<file path="src/hdl/rwh_pkg.sv">
`default_nettype none
// ----------------------------------------------------------------------------
// rwh_pkg: shared constants, types and helpers for random_walk_histogram
// Sizes of the histogram memories, field widths, request and register codes,
// control-unit states and the command/status bundles of the histogram unit.
// ----------------------------------------------------------------------------
package rwh_pkg;

   // sizing
   localparam int MAX_STEPS   = 1024;
   localparam int COUNT_BITS  = 32;
   localparam int POS_BINS    = 2 * MAX_STEPS + 1;
   localparam int MAG_BINS    = MAX_STEPS + 1;
   localparam int POS_AW      = $clog2(POS_BINS);
   localparam int MAG_AW      = $clog2(MAG_BINS);
   localparam int POS_W       = MAG_AW + 1;           // signed walk position
   localparam int STEP_CNT_W  = $clog2(MAX_STEPS + 1);

   // generator
   localparam int GEN_W  = 64;
   localparam int HALF_W = GEN_W / 2;

   // configuration
   localparam int CSR_IDX_W   = 2;
   localparam int CSR_DATA_W  = 64;
   localparam int STEPS_REG_W = 11;
   localparam logic [CSR_IDX_W-1:0] CSR_MULT  = 2'd0;
   localparam logic [CSR_IDX_W-1:0] CSR_SEED  = 2'd1;
   localparam logic [CSR_IDX_W-1:0] CSR_STEPS = 2'd2;
   localparam logic [GEN_W-1:0]       MULT_RESET  = 64'd1181783497276652981;
   localparam logic [GEN_W-1:0]       SEED_RESET  = 64'd131419;
   localparam logic [STEPS_REG_W-1:0] STEPS_RESET = 11'd1000;

   // request channel
   localparam int REQ_W       = 2;
   localparam int IDX_W       = 12;
   localparam int REQ_TDATA_W = 16;
   localparam logic [REQ_W-1:0] REQ_RUN     = 2'd0;
   localparam logic [REQ_W-1:0] REQ_READ    = 2'd1;
   localparam logic [REQ_W-1:0] REQ_RESTART = 2'd2;

   // result channel
   localparam int FPOS_W       = 12;
   localparam int OUT_CNT_W    = 32;
   localparam int SQ_W         = 23;
   localparam int RSP_FIELDS_W = FPOS_W + 2 * OUT_CNT_W + SQ_W;
   localparam int RSP_TDATA_W  = ((RSP_FIELDS_W + 7) / 8) * 8;

   typedef enum logic [3:0] {
      ST_INIT,
      ST_IDLE,
      ST_WALK,
      ST_BUMP,
      ST_RD_ISSUE,
      ST_RD_WAIT,
      ST_RESTART,
      ST_CLEAR,
      ST_DONE
   } state_type;

   typedef enum logic [1:0] {
      HOP_IDLE,
      HOP_READ,
      HOP_BUMP,
      HOP_CLEAR
   } hist_op_type;

   typedef struct packed {
      hist_op_type       op;
      logic [POS_AW-1:0] pos_addr;
      logic              pos_en;
      logic [MAG_AW-1:0] mag_addr;
      logic              mag_en;
   } hist_cmd_type;

   typedef struct packed {
      logic                  clr_busy;
      logic [COUNT_BITS-1:0] pos_count;
      logic [COUNT_BITS-1:0] mag_count;
   } hist_sts_type;

   // saturating counter increment
   function automatic logic [COUNT_BITS-1:0] count_inc(input logic [COUNT_BITS-1:0] v);
      if (v == {COUNT_BITS{1'b1}}) begin
         return v;
      end
      return v + 1'b1;
   endfunction

   // clamp a counter to the output width
   function automatic logic [OUT_CNT_W-1:0] count_sat(input logic [COUNT_BITS-1:0] v);
      logic [COUNT_BITS+OUT_CNT_W-1:0] wide;
      wide = (COUNT_BITS+OUT_CNT_W)'(v);
      if ((wide >> OUT_CNT_W) != '0) begin
         return {OUT_CNT_W{1'b1}};
      end
      return wide[OUT_CNT_W-1:0];
   endfunction

endpackage
`default_nettype wire

</file>
<file path="src/hdl/rwh_mul.sv">
`default_nettype none
// ----------------------------------------------------------------------------
// rwh_mul: generator step, state times multiplier modulo 2^64
// One shared 32x32 multiplier, three passes per product: low x low, then the
// two cross terms folded into the upper half. Only the low 64 bits are kept.
// ----------------------------------------------------------------------------
module rwh_mul (
   input  wire logic                     clock,
   input  wire logic                     reset,
   input  wire logic                     en,
   input  wire logic [rwh_pkg::GEN_W-1:0] a,
   input  wire logic [rwh_pkg::GEN_W-1:0] b,
   output logic                          done,
   output logic [rwh_pkg::GEN_W-1:0]     prod
);
   import rwh_pkg::*;

   localparam logic [1:0] PH_LO      = 2'd0;
   localparam logic [1:0] PH_CROSS_A = 2'd1;
   localparam logic [1:0] PH_CROSS_B = 2'd2;

   logic [1:0]        phase_ff, phase_in;
   logic [GEN_W-1:0]  acc_ff, acc_in;
   logic [HALF_W-1:0] op_x, op_y;
   logic [GEN_W-1:0]  mp;

   always_comb begin
      case (phase_ff)
         PH_CROSS_A: begin
            op_x = a[GEN_W-1:HALF_W];
            op_y = b[HALF_W-1:0];
         end
         PH_CROSS_B: begin
            op_x = a[HALF_W-1:0];
            op_y = b[GEN_W-1:HALF_W];
         end
         default: begin
            op_x = a[HALF_W-1:0];
            op_y = b[HALF_W-1:0];
         end
      endcase
   end

   assign mp = GEN_W'(op_x) * GEN_W'(op_y);

   always_comb begin
      if (phase_ff == PH_LO) begin
         acc_in = mp;
      end else begin
         acc_in = {acc_ff[GEN_W-1:HALF_W] + mp[HALF_W-1:0], acc_ff[HALF_W-1:0]};
      end
   end

   assign done = en && (phase_ff == PH_CROSS_B);
   assign prod = acc_in;

   always_comb begin
      if (!en || phase_ff == PH_CROSS_B) begin
         phase_in = PH_LO;
      end else begin
         phase_in = phase_ff + 2'd1;
      end
   end

   always_ff @(posedge clock) begin
      if (reset) begin
         phase_ff <= PH_LO;
      end else begin
         phase_ff <= phase_in;
      end
   end

   always_ff @(posedge clock) begin
      acc_ff <= acc_in;
   end

endmodule
`default_nettype wire

</file>
<file path="config.mk">
export PLATFORM = sky130hd
export DESIGN_NAME = rwh_mul
export DESIGN_NICKNAME = d
export VERILOG_FILES = /design/src/hdl/rwh_pkg.sv /design/src/hdl/rwh_mul.sv
export SDC_FILE = /design/constraint.sdc
export NUM_CORES = 2
export LEC_CHECK = 0
export ABC_CLOCK_PERIOD_IN_PS = 10200
export BUFFER_PORTS_ARGS = -buffer_cell sky130_fd_sc_hd__buf_2
export CAP_MARGIN = 10
export CORE_ASPECT_RATIO = 1.5
export CORE_UTILIZATION = 50
export CTS_CLUSTER_SIZE = 12
export DETAILED_ROUTE_END_ITERATION = 10
export PLACE_DENSITY = 0.7
export SLEW_MARGIN = 20
export SYNTH_ARGS = -nofsm -noshare
export SYNTH_HDL_FRONTEND = slang
export SYNTH_SLANG_ARGS = --single-unit
</file>
<file path="constraint.sdc">
create_clock -name clock -period 10.2 [get_ports clock]
set_input_delay 0.51 -clock clock [delete_from_list [all_inputs] [get_ports clock]]
set_output_delay 0.51 -clock clock [all_outputs]
set_load 0.1 [all_outputs]
</file>
Yosys cells after proc, flatten, opt, wreduce, memory -nomap -nowiden
Cells that the tools add are included.

operators by class
  reductions and logical operators = 5
  equality and inequality tests = 2
  $add $sub $neg = 2
  multipliers = 1
  muxes and demuxes = 3

operator list
  operator                                                               number
  32-bit by 32-bit multiplier with 64-bit output                         1
  32-bit 2-to-1 mux                                                      2
  64-bit 2-to-1 mux                                                      1
  32-bit adder                                                           1
  2-bit by 1-bit adder with 2-bit output, second input constant          1
  2-bit by 1-bit equality test with 1-bit output, second input constant  1
  2-bit equality test, second input constant                             1
  2-bit logical NOT                                                      1
  2-bit OR reduction                                                     1
  1-bit logical AND                                                      1
  1-bit logical NOT                                                      1
  1-bit logical OR                                                       1

storage, ports and cells
  register bits = 66
  word-level logic and storage cells = 15
  bits of input ports = 131
  output and inout port bits = 65

Depth between registers and ports, before layout
  depth after elaboration = 5
  depth in mapped cells = 42
  gate-level depth less buffers = 38

Worst setup path before layout
Ideal clock, no wire load.

  path type = register to output
  from = register phase_ff[1]
  to = output port prod[56] (netlist bit)
  arrival time = 11.687 ns
  required time = 9.690 ns
  buffers on the path = 4
  path slack = -1.997 ns
  stages on the path, launching flop included = 37
  cells stage by stage = dfxtp_1 > inv_1 > ha_1 > clkbuf_1 > buf_1 > clkbuf_1 > mux2i_1 > clkbuf_1 > nor2_1 > fa_1 > fa_1 > fa_1 > inv_1 > fa_1 > inv_1 > fa_1 > ha_1 > fa_1 > inv_1 > fa_1 > inv_1 > ha_1 > a21oi_1 > o21ai_0 > or3_1 > o31a_1 > xor2_1 > ha_1 > nand3_1 > nor2_1 > a221o_1 > a21o_1 > a21o_1 > a21oi_2 > o21ai_1 > a221o_1 > a311oi_1

on the way
  longest elaborated chain between the ends = 5
  elaborated cells on any way between the ends = 8
  classes of those cells = add/sub (1); mul (1); eq/ne (2); mux (3); reduce/logical (1)

ends and longest elaborated chain
  item                                                                                          line           text
  start, declared                                                                               rwh_mul.sv:22  logic [1:0] phase_ff, phase_in;
  start signal, assigned                                                                        rwh_mul.sv:69  phase_ff <= phase_in;
  2-bit by 1-bit equality test with 1-bit output / 2-bit equality test (equally long branches)  rwh_mul.sv:28  case (phase_ff)
  32-bit 2-to-1 mux                                                                             rwh_mul.sv:28
  32-bit by 32-bit multiplier with 64-bit output                                                rwh_mul.sv:44  assign mp = GEN_W'(op_x) * GEN_W'(op_y);
  32-bit adder                                                                                  rwh_mul.sv:50  acc_in = {acc_ff[GEN_W-1:HALF_W] + mp[HALF_W-1:0], acc_ff[HALF_W-1:0]};
  64-bit 2-to-1 mux (*)                                                                         rwh_mul.sv:47  if (phase_ff == PH_LO) begin
  end, declared                                                                                 rwh_mul.sv:14  output logic [rwh_pkg::GEN_W-1:0] prod

Every way passes the cells marked *; elsewhere a longest branch is shown, timed or not.

Final worst setup path
  from = register phase_ff[0]
  to = output port prod[63] (netlist bit)

Same word-level chain as after synthesis.

==> flow_summary.json <==
{
  "syn_area_per_cell_um2": 8.73,
  "diodes": 0,
  "cts_sinks": 66,
  "row_count": 121,
  "critPathMaxFanout": 18,
  "tightest_slew_ns": 1.01,
  "synthTopCellsByArea": "fa_1, ha_1, inv_1",
  "die_w_um": 224,
  "wl_um": 130000,
  "yosys-top-cells-count": "inv_1, fa_1, nand2_1",
  "via_per_inst": 5.61,
  "yosysTopAreaCell": "fa_1",
  "antenna_found_initial": 1,
  "dp_hpwl_um": 112000,
  "ys.flop_type": "dfxtp_1",
  "dieArea_um2": 75000,
  "numCtsBuffers": 9,
  "grt_pass1_vias": 33450,
  "fin_crit_ns": 10.10,
  "wl_per_cell_um": 23.4,
  "cp.arrival_ns": 9.59,
  "yosysSeqAreaShare_pct": 3.58,
  "synth_edf_count": 0,
  "rsz0062_at_grt": "yes",
  "start_util_pct": 50.7,
  "syn_inst": 4231,
  "drc": 0,
  "finalClockSkew_ns": 0.00764,
  "hp-class": "input pin to register",
  "busiest_layer": "met2",
  "port-buffer-count": 195,
  "ys_seq_elements": 66,
  "worst_path_most_repeated_cell": "fa_1",
  "ctsHoldBuffers": 0,
  "relSlewSlack_pct": 32.8,
  "synth_warnings": 0,
  "synth_top_cell_area_share_pct": 48.6,
  "syn_nets": 5558,
  "htreeDepth": 3,
  "required_ns": 9.69,
  "synth_async_sr_flop_share_pct": 0,
  "worst_skew_pair.late_latency_ns": 0.34,
  "yosysMostFrequentCell": "inv_1",
  "ioPinCount": 196,
  "ys_types": 69,
  "grtUsageTotal_pct": 35.6,
  "nets": 5898,
  "use_met1_pct": 42.1,
  "clockRootBuffer": "clkbuf_16",
  "postRouteAntennaNets": 0,
  "max_stage_delay_ns": 0.57,
  "fmax_mhz": 99.0,
  "vias": 31218,
  "gr-total-overflow": 0,
  "crit_path_end_kind": "output pin",
  "grt_max_degree": 82,
  "grtUsageMet2_pct": 59.8,
  "fp.dieH_um": 335,
  "slew_viol_final": 0,
  "detail_route.iter0.violations": 2478,
  "hold_viol": 0,
  "clockBufferDepth": 2,
  "routabilityCongestion": 1.02,
  "area_growth_pct": 17.3,
  "grt_pass1_wl_um": 197000,
  "setup.worst_path.start_class": "register",
  "maxCapViolCount": 0,
  "grt_use_met3_pct": 6.08,
  "status": "complete, no violations",
  "layout-drive-gt1-share_pct": 17.8,
  "drtPass1Iterations": 6,
  "clk_pin_slew_ns": 0.06,
  "cpMaxStageDelayCell": "fa_1",
  "whs_ns": 0.421,
  "syn_area_um2": 36900,
  "cts_tree": "done",
  "finalSetupViolCount": 0,
  "fin_crit_sh_pct": 99.0,
  "setup.worst_path.class": "register to output pin",
  "core-area_um2": 72800
}
==> per-layer routing <==
metal | vias up | routed length, µm
met4 | 0 | 10500
met1 | 15845 | 45800
met3 | 467 | 10700
met5 | - | 0
met2 | 1583 | 62900
li1 | 13323 | -
==> through the flow <==
stage | instance area [µm²] | worst slack, ns | cells | util [%] | TNS (ns)
floorplan | 37000 | -0.235 | 4231 | - | -0.235
global placement | 41100 | 0.000132 | 5480 | 56.5 | 0
detailed placement | 41100 | -0.0635 | 5480 | 56.5 | -0.0697
CTS | 41800 | 0.00633 | 5510 | 57.4 | 0
global route | 43300 | -0.186 | 5560 | 59.5 | -1.07
finish | 43300 | 0.100 | 5560 | 59.5 | 0
==> placed cells by master (no fill, tap or decap), types with 47 or more instances in the layout <==
cell	n
nor2_1	416
fa_1	884
buf_2	169
xnor2_1	47
a21o_1	53
ha_1	269
a21oi_1	86
buf_12	52
o21ai_0	47
dfxtp_1	64
mux2_2	70
inv_1	902
nand2_1	719
buf_4	271
==> final cells by class <==
class                   count  area [µm²]
multi-input cells        3056       32600
well taps                 984        1230
flip-flops and latches     66        1330
fillers                  6312       29500
clock buffers              11         253
repair buffers            530        4450
inverters                 908        3410
clock inverters             5        60.1
==> critical path: cells and delay by family, from the launching register on <==
family / cells / cell delay (ns)
AO/OA/AOI/OAI: 5 / 0.71
flip-flops: 1 / 0.38
XOR/XNOR: 2 / 0.43
adder cells (fa/ha/maj): 10 / 4.60
buffers and inverters: 13 / 1.68
multiplexers: 2 / 0.66
AND/OR/NAND/NOR: 3 / 0.72
==> final timing paths <==
path	from	to	slack, ns	depth (start not counted)
worst max-delay path	phase_ff[0]	prod[63]	0.10	35
worst min-delay path	reset	phase_ff[1]	0.42	2
worst max register to register	phase_ff[0]	acc_ff[63]	1.01	34
worst min register to register	acc_ff[1]	acc_ff[1]	0.47	1
==> logic make-up after synthesis <==
| kind of cell | share of synthesized area, % |
|---|---|
| AOI/OAI and AO/OA | 5.92 |
| and+or+nand+nor | 14.1 |
| adders and majority gates | 58.7 |
| xor gates and xnor gates | 1.90 |
| buffers and inverters | 11.3 |
| DFF | 3.58 |
| muxes | 4.50 |
==> timing repair <==
| action | CTS | global route |
|---|---|---|
| resized for setup | 46 | 189 |
| pin swaps | 4 | 52 |
| gates cloned | 1 | 3 |
| buffers inserted | 13 | 47 |
| setup endpoints to repair | 13 | 20 |
==> sequential cells by signal, indices dropped and copies added (netlist names) <==
| signal | cells |
|---|---|
| acc_ff | 64 |
| phase_ff | 2 |
Power is not shown: default switching activity piles up to over one toggle a cycle in this logic, so the estimate is an artifact.
